$ cat config.mk
export PLATFORM = sky130hd
export DESIGN_NAME = timed_event_queue_core_flat
export DESIGN_NICKNAME = d
export VERILOG_FILES = /design/src/hw/rtl/teq_pkg.sv /design/src/hw/rtl/teq_channels.sv /design/src/hw/rtl/teq_front.sv /design/src/hw/rtl/teq_engine.sv /design/src/hw/rtl/timed_event_queue_core.sv /design/src/flat_wrapper.sv
export VERILOG_INCLUDE_DIRS = /design/src /design/src/hw/rtl
export SDC_FILE = /design/constraint.sdc
export NUM_CORES = 2
export LEC_CHECK = 0
export ABC_AREA = 1
export BUFFER_PORTS_ARGS = -buffer_cell sky130_fd_sc_hd__buf_2
export CORE_AREA = 2 2 538 674
export DETAILED_ROUTE_END_ITERATION = 8
export DIE_AREA = 0 0 540 676
export GPL_TIMING_DRIVEN = 0
export PLACE_DENSITY_LB_ADDON = 0.3
export SLEW_MARGIN = 20
export SYNTH_ARGS = -nofsm -noshare
export SYNTH_HDL_FRONTEND = slang
export SYNTH_HIERARCHICAL = 1
export SYNTH_SLANG_ARGS = --single-unit
$ cat constraint.sdc
create_clock -name clk_i -period 13.98 [get_ports clk_i]
set_input_delay 4.194 -clock clk_i [delete_from_list [all_inputs] [get_ports clk_i]]
set_output_delay 4.194 -clock clk_i [all_outputs]
set_load 0.02 [all_outputs]
$ cat src/hw/rtl/timed_event_queue_core_macros.svh
// Assertion macros used by the timed event queue engine.
`ifndef TIMED_EVENT_QUEUE_CORE_MACROS_SVH
`define TIMED_EVENT_QUEUE_CORE_MACROS_SVH
`ifndef SYNTHESIS
`define TEQ_ASSERT(lbl, clk, rstn, prop, msg) \
  lbl: assert property (@(posedge clk) disable iff (!rstn) prop) else $error(msg);
`define TEQ_ASSERT_NEVER(lbl, clk, rstn, cond, msg) \
  lbl: assert property (@(posedge clk) disable iff (!rstn) !(cond)) else $error(msg);
`else
`define TEQ_ASSERT(lbl, clk, rstn, prop, msg)
`define TEQ_ASSERT_NEVER(lbl, clk, rstn, cond, msg)
`endif
`endif

$ cat src/hw/rtl/teq_pkg.sv
// Package with the operation, result kind and error codes of the timed event queue.
package teq_pkg;

  typedef enum logic [1:0] {
    MODE_SCHEDULE = 2'd0,
    MODE_CANCEL   = 2'd1,
    MODE_RUN      = 2'd2,
    MODE_CLEAR    = 2'd3
  } mode_e;

  localparam logic [2:0] KIND_SCHEDULED   = 3'd0;
  localparam logic [2:0] KIND_FIRED       = 3'd1;
  localparam logic [2:0] KIND_STOPPED     = 3'd2;
  localparam logic [2:0] KIND_ERROR       = 3'd3;
  localparam logic [2:0] KIND_CANCEL_DONE = 3'd4;

  localparam logic [1:0] ERR_NONE  = 2'd0;
  localparam logic [1:0] ERR_PAST  = 2'd1;
  localparam logic [1:0] ERR_FULL  = 2'd2;
  localparam logic [1:0] ERR_EMPTY = 2'd3;

endpackage

$ cat src/hw/rtl/teq_channels.sv
// Valid/ready channel interfaces for requests into and results out of the queue.
interface teq_req_if #(
  parameter int TIME_BITS = 32,
  parameter int ID_BITS   = 16,
  parameter int TAG_BITS  = 16
);
  logic                 valid;
  logic                 ready;
  logic [1:0]           mode;
  logic [TIME_BITS-1:0] time_req;
  logic [ID_BITS-1:0]   target_id;
  logic [TAG_BITS-1:0]  payload;

  modport source (output valid, mode, time_req, target_id, payload, input ready);
  modport sink   (input valid, mode, time_req, target_id, payload, output ready);
endinterface

interface teq_res_if #(
  parameter int TIME_BITS = 32,
  parameter int ID_BITS   = 16,
  parameter int TAG_BITS  = 16
);
  logic                 valid;
  logic                 ready;
  logic [2:0]           kind;
  logic [ID_BITS-1:0]   result_id;
  logic [TIME_BITS-1:0] event_time;
  logic [TAG_BITS-1:0]  tag_out;
  logic [1:0]           error_code;
  logic                 last;

  modport source (output valid, kind, result_id, event_time, tag_out, error_code, last,
                  input ready);
  modport sink   (input valid, kind, result_id, event_time, tag_out, error_code, last,
                  output ready);
endinterface

$ cat src/hw/rtl/teq_front.sv
// Front end: accepts request beats, decodes the operation and queues it for the engine.
module teq_front #(
  parameter int TIME_BITS = 32,
  parameter int ID_BITS   = 16,
  parameter int TAG_BITS  = 16
) (
  input  logic                 clk_i,
  input  logic                 rst_ni,
  teq_req_if.sink              in_i,
  output logic                 op_valid_o,
  input  logic                 op_ready_i,
  output teq_pkg::mode_e       op_mode_o,
  output logic [TIME_BITS-1:0] op_time_o,
  output logic [ID_BITS-1:0]   op_id_o,
  output logic [TAG_BITS-1:0]  op_tag_o
);
  import teq_pkg::*;

  localparam int EW = 2 + TIME_BITS + ID_BITS + TAG_BITS;

  logic [EW-1:0] entry_q [2];
  logic          wr_ptr_q, rd_ptr_q;
  logic [1:0]    count_q;
  logic          push, pop;
  logic [EW-1:0] head;

  assign in_i.ready = (count_q != 2'd2);
  assign push       = in_i.valid && in_i.ready;
  assign op_valid_o = (count_q != 2'd0);
  assign pop        = op_valid_o && op_ready_i;
  assign head       = entry_q[rd_ptr_q];

  assign op_mode_o = mode_e'(head[EW-1 -: 2]);
  assign op_time_o = head[ID_BITS+TAG_BITS +: TIME_BITS];
  assign op_id_o   = head[TAG_BITS +: ID_BITS];
  assign op_tag_o  = head[TAG_BITS-1:0];

  always_ff @(posedge clk_i) begin
    if (push) begin
      entry_q[wr_ptr_q] <= {in_i.mode, in_i.time_req, in_i.target_id, in_i.payload};
    end
  end

  always_ff @(posedge clk_i or negedge rst_ni) begin
    if (!rst_ni) begin
      wr_ptr_q <= 1'b0;
      rd_ptr_q <= 1'b0;
      count_q  <= 2'd0;
    end else begin
      if (push) wr_ptr_q <= !wr_ptr_q;
      if (pop)  rd_ptr_q <= !rd_ptr_q;
      unique case ({push, pop})
        2'b10:   count_q <= count_q + 2'd1;
        2'b01:   count_q <= count_q - 2'd1;
        default: count_q <= count_q;
      endcase
    end
  end

endmodule

$ cat src/hw/rtl/teq_engine.sv
// Back end: slot store, one-slot-per-cycle scan and the result output register.
`include "timed_event_queue_core_macros.svh"
module teq_engine #(
  parameter int DEPTH     = 32,
  parameter int TIME_BITS = 32,
  parameter int ID_BITS   = 16,
  parameter int TAG_BITS  = 16
) (
  input  logic                 clk_i,
  input  logic                 rst_ni,
  input  logic                 op_valid_i,
  output logic                 op_ready_o,
  input  teq_pkg::mode_e       op_mode_i,
  input  logic [TIME_BITS-1:0] op_time_i,
  input  logic [ID_BITS-1:0]   op_id_i,
  input  logic [TAG_BITS-1:0]  op_tag_i,
  teq_res_if.source            out_o
);
  import teq_pkg::*;

  localparam int IW = (DEPTH > 1) ? $clog2(DEPTH) : 1;
  localparam int CW = $clog2(DEPTH + 1);
  localparam int MW = TIME_BITS + ID_BITS + TAG_BITS;

  typedef enum logic [1:0] {ST_IDLE, ST_SCAN, ST_DECIDE, ST_EMIT} state_e;

  state_e               st_q;
  mode_e                mode_q;
  logic [TIME_BITS-1:0] treq_q, present_q, best_time_q, e_time_q, o_time_q;
  logic [ID_BITS-1:0]   eid_q, sid_q, nid_q, best_id_q, e_id_q, o_id_q;
  logic [TAG_BITS-1:0]  tag_q, best_tag_q, e_tag_q, o_tag_q;
  logic [DEPTH-1:0]     used_q, active_q;
  logic [CW-1:0]        cnt_q;
  logic                 pv_q, found_q, cont_q;
  logic [IW-1:0]        pidx_q, best_idx_q;
  logic [2:0]           e_kind_q, o_kind_q;
  logic [1:0]           e_err_q, o_err_q;
  logic                 e_last_q, o_last_q, ov_q;

  logic [MW-1:0]        mem [DEPTH];
  logic [MW-1:0]        rdata_q;
  logic                 issue, we, load, accept, acc_clear, hit;
  logic [IW-1:0]        rd_addr;
  logic [TIME_BITS-1:0] r_time;
  logic [ID_BITS-1:0]   r_id;
  logic [TAG_BITS-1:0]  r_tag;

  assign op_ready_o = (st_q == ST_IDLE);
  assign accept     = op_valid_i && op_ready_o;
  assign acc_clear  = accept && (op_mode_i == MODE_CLEAR);
  assign issue      = (st_q == ST_SCAN) && (cnt_q < CW'(DEPTH));
  assign rd_addr    = issue ? cnt_q[IW-1:0] : '0;
  assign we         = (st_q == ST_DECIDE) && (mode_q == MODE_SCHEDULE) && found_q;
  assign load       = (st_q == ST_EMIT) && (!ov_q || out_o.ready);

  assign r_time = rdata_q[MW-1 -: TIME_BITS];
  assign r_id   = rdata_q[TAG_BITS +: ID_BITS];
  assign r_tag  = rdata_q[TAG_BITS-1:0];

  always_comb begin
    unique case (mode_q)
      MODE_SCHEDULE: hit = !found_q && !used_q[pidx_q];
      MODE_CANCEL:   hit = !found_q && used_q[pidx_q] && (r_id == eid_q);
      MODE_RUN:      hit = used_q[pidx_q] && (!found_q || (r_time < best_time_q) ||
                           ((r_time == best_time_q) && (r_id < best_id_q)));
      default:       hit = 1'b0;
    endcase
  end

  always_ff @(posedge clk_i) begin
    if (we) begin
      mem[best_idx_q] <= {treq_q, sid_q, tag_q};
    end
    rdata_q <= mem[rd_addr];
  end

  assign out_o.valid      = ov_q;
  assign out_o.kind       = o_kind_q;
  assign out_o.result_id  = o_id_q;
  assign out_o.event_time = o_time_q;
  assign out_o.tag_out    = o_tag_q;
  assign out_o.error_code = o_err_q;
  assign out_o.last       = o_last_q;

  always_ff @(posedge clk_i or negedge rst_ni) begin
    if (!rst_ni) begin
      st_q      <= ST_IDLE;
      used_q    <= '0;
      active_q  <= '0;
      present_q <= '0;
      nid_q     <= '0;
      cnt_q     <= '0;
      pv_q      <= 1'b0;
      found_q   <= 1'b0;
      cont_q    <= 1'b0;
      ov_q      <= 1'b0;
    end else begin
      if (ov_q && out_o.ready) ov_q <= 1'b0;
      unique case (st_q)
        ST_IDLE: begin
          if (accept) begin
            mode_q  <= op_mode_i;
            treq_q  <= op_time_i;
            eid_q   <= op_id_i;
            tag_q   <= op_tag_i;
            cnt_q   <= '0;
            pv_q    <= 1'b0;
            found_q <= 1'b0;
            cont_q  <= 1'b0;
            unique case (op_mode_i)
              MODE_SCHEDULE: begin
                sid_q <= nid_q;
                nid_q <= nid_q + ID_BITS'(1);
                if (op_time_i < present_q) begin
                  e_kind_q <= KIND_ERROR;
                  e_id_q   <= nid_q;
                  e_time_q <= '0;
                  e_tag_q  <= '0;
                  e_err_q  <= ERR_PAST;
                  e_last_q <= 1'b1;
                  st_q     <= ST_EMIT;
                end else begin
                  st_q <= ST_SCAN;
                end
              end
              MODE_CANCEL, MODE_RUN: st_q <= ST_SCAN;
              default: begin
                used_q    <= '0;
                active_q  <= '0;
                present_q <= '0;
              end
            endcase
          end
        end
        ST_SCAN: begin
          if (issue) begin
            cnt_q  <= cnt_q + CW'(1);
            pidx_q <= cnt_q[IW-1:0];
          end
          pv_q <= issue;
          if (pv_q && hit) begin
            found_q     <= 1'b1;
            best_idx_q  <= pidx_q;
            best_time_q <= r_time;
            best_id_q   <= r_id;
            best_tag_q  <= r_tag;
            if (mode_q == MODE_CANCEL) active_q[pidx_q] <= 1'b0;
          end
          if (!issue && !pv_q) st_q <= ST_DECIDE;
        end
        ST_DECIDE: begin
          e_time_q <= '0;
          e_tag_q  <= '0;
          e_err_q  <= ERR_NONE;
          e_last_q <= 1'b1;
          cont_q   <= 1'b0;
          st_q     <= ST_EMIT;
          unique case (mode_q)
            MODE_SCHEDULE: begin
              e_id_q <= sid_q;
              if (found_q) begin
                used_q[best_idx_q]   <= 1'b1;
                active_q[best_idx_q] <= 1'b1;
                e_kind_q             <= KIND_SCHEDULED;
              end else begin
                e_kind_q <= KIND_ERROR;
                e_err_q  <= ERR_FULL;
              end
            end
            MODE_CANCEL: begin
              e_kind_q <= KIND_CANCEL_DONE;
              e_id_q   <= eid_q;
            end
            default: begin
              if (!found_q) begin
                e_kind_q <= KIND_ERROR;
                e_id_q   <= '0;
                e_err_q  <= ERR_EMPTY;
              end else if (best_time_q > treq_q) begin
                e_kind_q <= KIND_STOPPED;
                e_id_q   <= best_id_q;
                e_time_q <= best_time_q;
                e_tag_q  <= best_tag_q;
              end else begin
                used_q[best_idx_q] <= 1'b0;
                present_q          <= best_time_q;
                cnt_q              <= '0;
                found_q            <= 1'b0;
                if (active_q[best_idx_q]) begin
                  active_q[best_idx_q] <= 1'b0;
                  e_kind_q             <= KIND_FIRED;
                  e_id_q               <= best_id_q;
                  e_time_q             <= best_time_q;
                  e_tag_q              <= best_tag_q;
                  e_last_q             <= 1'b0;
                  cont_q               <= 1'b1;
                end else begin
                  st_q <= ST_SCAN;
                end
              end
            end
          endcase
        end
        default: begin
          if (load) begin
            ov_q     <= 1'b1;
            o_kind_q <= e_kind_q;
            o_id_q   <= e_id_q;
            o_time_q <= e_time_q;
            o_tag_q  <= e_tag_q;
            o_err_q  <= e_err_q;
            o_last_q <= e_last_q;
            st_q     <= cont_q ? ST_SCAN : ST_IDLE;
          end
        end
      endcase
    end
  end

  `TEQ_ASSERT(a_load_free, clk_i, rst_ni, load |-> (!ov_q || out_o.ready),
              "result register overwritten")
  `TEQ_ASSERT(a_present_src, clk_i, rst_ni,
              !$stable(present_q) |-> ($past(st_q) == ST_DECIDE || $past(acc_clear)),
              "present time changed outside a run or clear")
  `TEQ_ASSERT_NEVER(a_fired_limit, clk_i, rst_ni,
                    load && (e_kind_q == KIND_FIRED) && (e_time_q > treq_q),
                    "fired event beyond run limit")

endmodule

$ cat src/hw/rtl/timed_event_queue_core.sv
// A schedule or cancel result follows a scan of every slot of the store; a schedule in the
// past answers without a scan. A run gives its first result after a full scan, then scans
// the store again for each fired or dropped event.
// The engine finishes one request before it takes the next; a two-entry queue takes further beats
// meanwhile, and the engine waits only while the output register holds an untaken result.
// Reset clears control, present time and the id counter; slot contents need no clearing pass.
module timed_event_queue_core #(
  parameter int DEPTH     = 32,
  parameter int TIME_BITS = 32,
  parameter int ID_BITS   = 16,
  parameter int TAG_BITS  = 16
) (
  input  logic      clk_i,
  input  logic      rst_ni,
  teq_req_if.sink   in_i,
  teq_res_if.source out_o
);
  import teq_pkg::*;

  // Decoded operation passed from the front end to the engine.
  logic                 op_valid, op_ready;
  mode_e                op_mode;
  logic [TIME_BITS-1:0] op_time;
  logic [ID_BITS-1:0]   op_id;
  logic [TAG_BITS-1:0]  op_tag;

  // The front end takes request beats into a short queue so that a new beat
  // can arrive while the engine is still scanning the store.
  teq_front #(
    .TIME_BITS (TIME_BITS),
    .ID_BITS   (ID_BITS),
    .TAG_BITS  (TAG_BITS)
  ) u_front (
    .clk_i      (clk_i),
    .rst_ni     (rst_ni),
    .in_i       (in_i),
    .op_valid_o (op_valid),
    .op_ready_i (op_ready),
    .op_mode_o  (op_mode),
    .op_time_o  (op_time),
    .op_id_o    (op_id),
    .op_tag_o   (op_tag)
  );

  // The engine owns the slot store and walks it one slot per cycle, looking
  // for a free slot, a matching id or the earliest event. Each result beat
  // leaves through an output register, so a stalled sink only holds the engine
  // when a second result is ready to go.
  teq_engine #(
    .DEPTH     (DEPTH),
    .TIME_BITS (TIME_BITS),
    .ID_BITS   (ID_BITS),
    .TAG_BITS  (TAG_BITS)
  ) u_engine (
    .clk_i      (clk_i),
    .rst_ni     (rst_ni),
    .op_valid_i (op_valid),
    .op_ready_o (op_ready),
    .op_mode_i  (op_mode),
    .op_time_i  (op_time),
    .op_id_i    (op_id),
    .op_tag_i   (op_tag),
    .out_o      (out_o)
  );

endmodule

$ cat src/flat_wrapper.sv
// flat-port wrapper written by rule: the top's interface ports become plain ports
module timed_event_queue_core_flat import teq_pkg::*;
#(
  parameter int DEPTH     = 32,
  parameter int TIME_BITS = 32,
  parameter int ID_BITS   = 16,
  parameter int TAG_BITS  = 16
)
  (clk_i, rst_ni, in_i_valid, in_i_mode, in_i_time_req, in_i_target_id, in_i_payload, in_i_ready, out_o_valid, out_o_kind, out_o_result_id, out_o_event_time, out_o_tag_out, out_o_error_code, out_o_last, out_o_ready);
  teq_req_if #(.TIME_BITS(TIME_BITS), .ID_BITS(ID_BITS), .TAG_BITS(TAG_BITS)) in_i_i ();
  teq_res_if #(.TIME_BITS(TIME_BITS), .ID_BITS(ID_BITS), .TAG_BITS(TAG_BITS)) out_o_i ();
  input  logic clk_i;
  input  logic rst_ni;
  input wire logic [$bits(in_i_i.valid)-1:0] in_i_valid;
  input wire logic [$bits(in_i_i.mode)-1:0] in_i_mode;
  input wire logic [$bits(in_i_i.time_req)-1:0] in_i_time_req;
  input wire logic [$bits(in_i_i.target_id)-1:0] in_i_target_id;
  input wire logic [$bits(in_i_i.payload)-1:0] in_i_payload;
  output wire logic [$bits(in_i_i.ready)-1:0] in_i_ready;
  output wire logic [$bits(out_o_i.valid)-1:0] out_o_valid;
  output wire logic [$bits(out_o_i.kind)-1:0] out_o_kind;
  output wire logic [$bits(out_o_i.result_id)-1:0] out_o_result_id;
  output wire logic [$bits(out_o_i.event_time)-1:0] out_o_event_time;
  output wire logic [$bits(out_o_i.tag_out)-1:0] out_o_tag_out;
  output wire logic [$bits(out_o_i.error_code)-1:0] out_o_error_code;
  output wire logic [$bits(out_o_i.last)-1:0] out_o_last;
  input wire logic [$bits(out_o_i.ready)-1:0] out_o_ready;
  assign in_i_i.valid = in_i_valid;
  assign in_i_i.mode = in_i_mode;
  assign in_i_i.time_req = in_i_time_req;
  assign in_i_i.target_id = in_i_target_id;
  assign in_i_i.payload = in_i_payload;
  assign in_i_ready = in_i_i.ready;
  assign out_o_valid = out_o_i.valid;
  assign out_o_kind = out_o_i.kind;
  assign out_o_result_id = out_o_i.result_id;
  assign out_o_event_time = out_o_i.event_time;
  assign out_o_tag_out = out_o_i.tag_out;
  assign out_o_error_code = out_o_i.error_code;
  assign out_o_last = out_o_i.last;
  assign out_o_i.ready = out_o_ready;
  timed_event_queue_core #(.DEPTH(DEPTH), .TIME_BITS(TIME_BITS), .ID_BITS(ID_BITS), .TAG_BITS(TAG_BITS)) u_core (.clk_i(clk_i), .rst_ni(rst_ni), .in_i(in_i_i), .out_o(out_o_i));
endmodule
## After elaboration in Yosys (flattened, before gate mapping)

Memories as Yosys holds them, arrays and structs flattened. A register that Yosys moved wholly into a read port is not among the register bits.
Cells that the tools add are included.

| word-level totals | value |
|---|---|
| register bits | 424 |
| RAM bits | 2,180 |
| input bits | 70 |
| logic and storage cells | 255 |
| memories | 2 |

| operators by class | value |
|---|---|
| add/sub/neg operators | 4 |
| order comparisons | 9 |
| eq/ne operators | 28 |
| mux-type cells | 114 |
| bitwise logic cells | 8 |
| reduce and logical (&&, ||, !) cells | 55 |

Memories:

| name | words | bits a word | rd ports | clocked after memory_dff | write ports | line | RTL |
|---|---|---|---|---|---|---|---|
| u_core.u_engine.mem | 32 | 64 | 1 | 1 | 1 | teq_engine.sv:40 | `logic [MW-1:0] mem [DEPTH];` |
| u_core.u_front.entry_q | 2 | 66 | 1 | 0 | 1 | teq_front.sv:21 | `logic [EW-1:0] entry_q [2];` |

Operators with widths:

| cell | count |
|---|---|
| 32-bit two-way mux | 21 |
| 32-bit case mux with 2 select lines | 5 |
| 16-bit two-way mux | 13 |
| 32-bit AND | 3 |
| 16-bit case mux with 2 select lines | 3 |
| 32-bit case mux with 3 select lines | 1 |
| 32-bit < comparator | 2 |
| 32-bit inverter | 2 |
| 32-bit bitwise OR | 2 |
| 32-bit == test | 1 |
| 32-bit > comparator | 1 |
| 6-bit two-way mux | 5 |
| 1-bit two-way mux | 28 |
| 2-bit two-way mux | 14 |
| 6-bit AND reduction | 4 |
| 3-bit two-way mux | 6 |
| 2-bit != test (second input constant) | 9 |
| 6-bit case mux with 3 select lines | 1 |
| 16-bit by 1-bit adder with 16-bit output (second input constant) | 1 |
| 16-bit == test | 1 |
| 1-bit logical AND | 16 |
| 16-bit < comparator | 1 |
| 2-bit case mux with 2 select lines | 4 |
| 3-bit AND reduction | 5 |
| other kinds (32) | 69 |

## Longest topological paths before layout

| depth | value |
|---|---|
| depth after elaboration | 11 |
| gate-level depth with buffers | 21 |
| gate-level depth less buffers | 20 |

## By module

The synthesis kept the hierarchy.

Modules (own cells, without submodules):

| module | instances | cells an instance | area each (um^2) |
|---|---|---|---|
| teq_engine | 1 | 8,345 | 102,072.9 |
| teq_front | 1 | 375 | 5,041.1 |

## Worst setup path after synthesis

Ideal clock, no wire load.

| timing path | value |
|---|---|
| path type | input to register |
| start point | input port rst_ni |
| end point | register u_core.u_engine.best_id_q[0], enable pin |
| data arrival time | 9.004 ns |
| required time | 13.399 ns |
| slack | 4.395 ns |
| cell stages on the path | 2 |
| path buffers | 0 |
| cells stage by stage | inv_1 > nor3_1 |

| between the ends | value |
|---|---|
| longest elaborated chain between the ends | 1 |

RTL lines:

| item | line | RTL |
|---|---|---|
| start: declaration | flat_wrapper.sv:13 | `input logic rst_ni;` |
| 3-bit AND reduction (no line) | n/a |  |
| end signal: assignment | teq_engine.sv:145 | `best_id_q <= r_id;` |
| end: declaration | teq_engine.sv:30 | `logic [ID_BITS-1:0] eid_q, sid_q, nid_q, best_id_q, e_id_q, o_id_q;` |

No other way between the ends.
A chain may end at the register's enable or synchronous reset.

## Final worst setup path

| timing path | value |
|---|---|
| start point | input port rst_ni |
| end point | register u_core.u_engine.best_id_q[12], enable pin |

The elaborated chain is that of the path after synthesis.

==> results.cfg <==
[global_route]
grt_pass1_vias = 73590
grt_max_degree = 74
grt_first_pass_wirelength_um = 579000
globalRouteTotalUtil = 0.2268
grt-ovfl-total = 0
antenna_found_initial = 38

[yosys]
synth_fp_nets = 8909
synthArstFlopShare = 0.04798
yosysSeqAreaShare = 0.7360
synth.avg_cell_area_sq_um = 12.28
yosys_warnings = 6
yosysTopAreaCell = edfxtp_1
ys.flop_type = edfxtp_1
yosys-top-cells-area = edfxtp_1 69%, nand2_1 6.6%, nor2_1 3.5%
synth_top_area_share = 0.6941
synth_edf_count = 2476
syn-cell-area_sq_um = 107100
syn_inst = 8720
ys_types = 51
yosys_register_bits = 2668

[worst_setup_path]
crit_slowest_cell = nor3_2
path_delay_family = buffers and inverters
critPathLaunchType = input port
critPathBufInv = 6
crit_required_ps = 14540
worstPathMaxFanout = 73
arrival_ps = 6950
cp-end-kind = register
worstSetupPathType = in -> reg
r2r-start = u_core/u_engine/st_q[1]$_DFFE_PN0P_
crit_path_frequent_cell = buf_4
worstSetupStartpoint = rst_ni
path_cells = buf_8, buf_16, inv_1, nor3_2, buf_4, buf_4, buf_4
crit_path_max_incr_delay_ps = 710

[finish]
stdcell_count = 14480
multi_input_area_sq_um = 25360
layout-drive-gt1-share = 0.1210
syn2layout_area_growth_pct = 19.19
mostFrequentLayoutCells = 2476 x edfxtp_1, 1873 x nand2_1, 991 x nor2_1, 732 x a21oi_1, 702 x o21ai_0
final_common_cell = edfxtp_1
fin_area_sq_um = 127700
final_nets = 9716
fillCellCount = 34990
regArea_sq_um = 78840

[cts]
clk_latency_ps = 880
clock-sinks = 2668
cts_htree_levels = 5
root_buffer = clkbuf_16
cts_hold_buf = 0
clkTransAtPathRegs_ps = 50
clockBufferDepth = 4
cts_tree = built
cts_buffers = 269
ctsResizeCount = 0
postCtsSetupBuffers = 0

[drt]
via_per_inst = 5.293
drt_iter0_drc = 10510
drtPass1Iterations = 7
drc = 0
wire_per_inst_um = 29.52
wl_um = 427300
drtAntennaViolNets = 0
routed-via-count = 76630

[place]
placed_cells = 13960
gp_congestion = 0.9537
post-dp-hpwl_um = 321500
placed_area_sq_um = 119300
io_buffer_count = 141

[die]
rows = 246
core_area_sq_um = 358300
die-area_sq_um = 365000
dieWidth_um = 540
io_pins = 142
die_height_um = 676
start_util = 0.2990

[sta]
finalSetupViolCount = 0
hold_viol_final = 0
slew_viol_final = 0
setup_tns_ps = 0
fmaxAchievable_mhz = 156.5
timing.final.crit_period_ps = 6390
period_share = 0.4571
clock_skew_ps = 46.15
rsz0062_at_grt = no
slew_headroom = 0.1472
tightest_slew_ps = 1279

[hold_path]
hp-start = u_core/u_engine/rdata_q[15]$_DFF_P_
hold_class = reg -> reg

[power]
power_density_nw_per_um2 = 168.0
leakage_nw = 44.47
ir_drop_mv = 0.09118

[run]
max-cap-violations = 0

[outcome]
outcome = finished, final reports clean
metrics by stage:
stage / hold WS, ps / total power (W) / setup WS (ps) / util
after floorplan: 385.5 / 0.01199 / 4395 / -
after global placement: 389.9 / 0.01420 / -2837 / 0.3174
after detailed placement: 388.7 / 0.01448 / 6709 / 0.3330
after CTS: 402.5 / 0.02141 / 7622 / 0.3558
after global routing: 407.9 / 0.02203 / 7393 / 0.3562
final: 401.9 / 0.02144 / 7590 / 0.3563
logic make-up after synthesis:
| family | Yosys count | share of synthesized area |
|---|---|---|
| muxes | 7 | 0.0006658 |
| adders and majority gates | 119 | 0.01390 |
| DFF | 2668 | 0.7360 |
| and+or+nand+nor | 3183 | 0.1167 |
| buffers and inverters | 777 | 0.02970 |
| AOI/OAI and AO/OA | 1940 | 0.1009 |
| xor gates and xnor gates | 26 | 0.002126 |
layout make-up:
| class | instances | share of cell area |
|---|---|---|
| Antenna cell | 44 | 0.0008625 |
| Buffer | 516 | 0.01752 |
| Clock buffer | 363 | 0.05762 |
| Clock inverter | 101 | 0.006468 |
| Inverter | 261 | 0.007694 |
| Multi-Input combinational cell | 5275 | 0.1987 |
| Sequential cell | 2668 | 0.6175 |
| Tap cell | 4712 | 0.04618 |
| Timing Repair Buffer | 536 | 0.04746 |
layer usage:
metal	routed length, um	GRT usage	share of wire
met1	149900	0.2625	0.35
met2	199300	0.3723	0.47
met3	39600	0.04355	0.093
met4	38330	0.1742	0.090
met5	124	0	0.00029
flip-flops by register name, summed over array words and instances, names as in the netlist, 5 cells and up:
name / cells
u_core/u_engine/eid_q: 16
u_core/u_engine/active_q: 32
u_core/u_engine/e_id_q: 16
u_core/u_engine/nid_q: 16
u_core/u_engine/mem: 2048
u_core/u_engine/out_o.event_time: 32
u_core/u_engine/sid_q: 16
u_core/u_engine/used_q: 32
u_core/u_engine/out_o.result_id: 16
u_core/u_front/entry_q: 132
u_core/u_engine/tag_q: 16
u_core/u_engine/present_q: 32
u_core/u_engine/cnt_q: 6
u_core/u_engine/treq_q: 32
u_core/u_engine/out_o.tag_out: 16
u_core/u_engine/rdata_q: 64
u_core/u_engine/e_time_q: 32
u_core/u_engine/best_id_q: 16
u_core/u_engine/pidx_q: 5
u_core/u_engine/best_idx_q: 5
u_core/u_engine/best_tag_q: 16
u_core/u_engine/best_time_q: 32
u_core/u_engine/e_tag_q: 16
cell usage after synthesis (49+ instances only):
| cell | count |
|---|---|
| buf_2 | 139 |
| edfxtp_1 | 2476 |
| dfxtp_1 | 64 |
| ha_1 | 119 |
| inv_1 | 248 |
| or2_2 | 50 |
| a21oi_1 | 733 |
| nand2_1 | 1873 |
| nor2_1 | 1009 |
| o21ai_0 | 703 |
| nand3_1 | 146 |
| nand4_1 | 49 |
| o31ai_1 | 94 |
| dfrtp_1 | 128 |
| o22ai_1 | 136 |
| clkbuf_1 | 335 |
where the power goes:
group	switching (W)	total, W	internal [W]	leakage, nW
Sequential	0.000297	0.00977	0.00947	24.6
Combinational	0.00357	0.00468	0.00111	15.8
Clock	0.00307	0.00699	0.00393	3.99
worst reg2reg max path, delay by kind of cell, from the launching register on:
kind	cells	cell delay [ps]
buf+inv	6	2480
simple gates	3	1370
compound gates	2	1120
flops	1	420
fa+ha+maj	1	230
path summary, 6_finish.rpt:
check                           cells past startpoint                                         to  slack [ps]
worst max-delay path                                7    u_core/u_engine/best_id_q[12]$_DFFE_PP_        7590
worst min-delay path                                0   u_core/u_engine/best_tag_q[15]$_DFFE_PP_         400
max in group asynchronous                           2  u_core/u_engine/present_q[28]$_DFFE_PN0P_        9850
worst min register to register                      0   u_core/u_engine/best_tag_q[15]$_DFFE_PP_         400
min in group asynchronous                           1      u_core/u_front/count_q[0]$_DFFE_PN0P_        3280
worst max register to register                     12         u_core/u_engine/rdata_q[4]$_DFF_P_        8140
(Power assumes the default switching activity.)
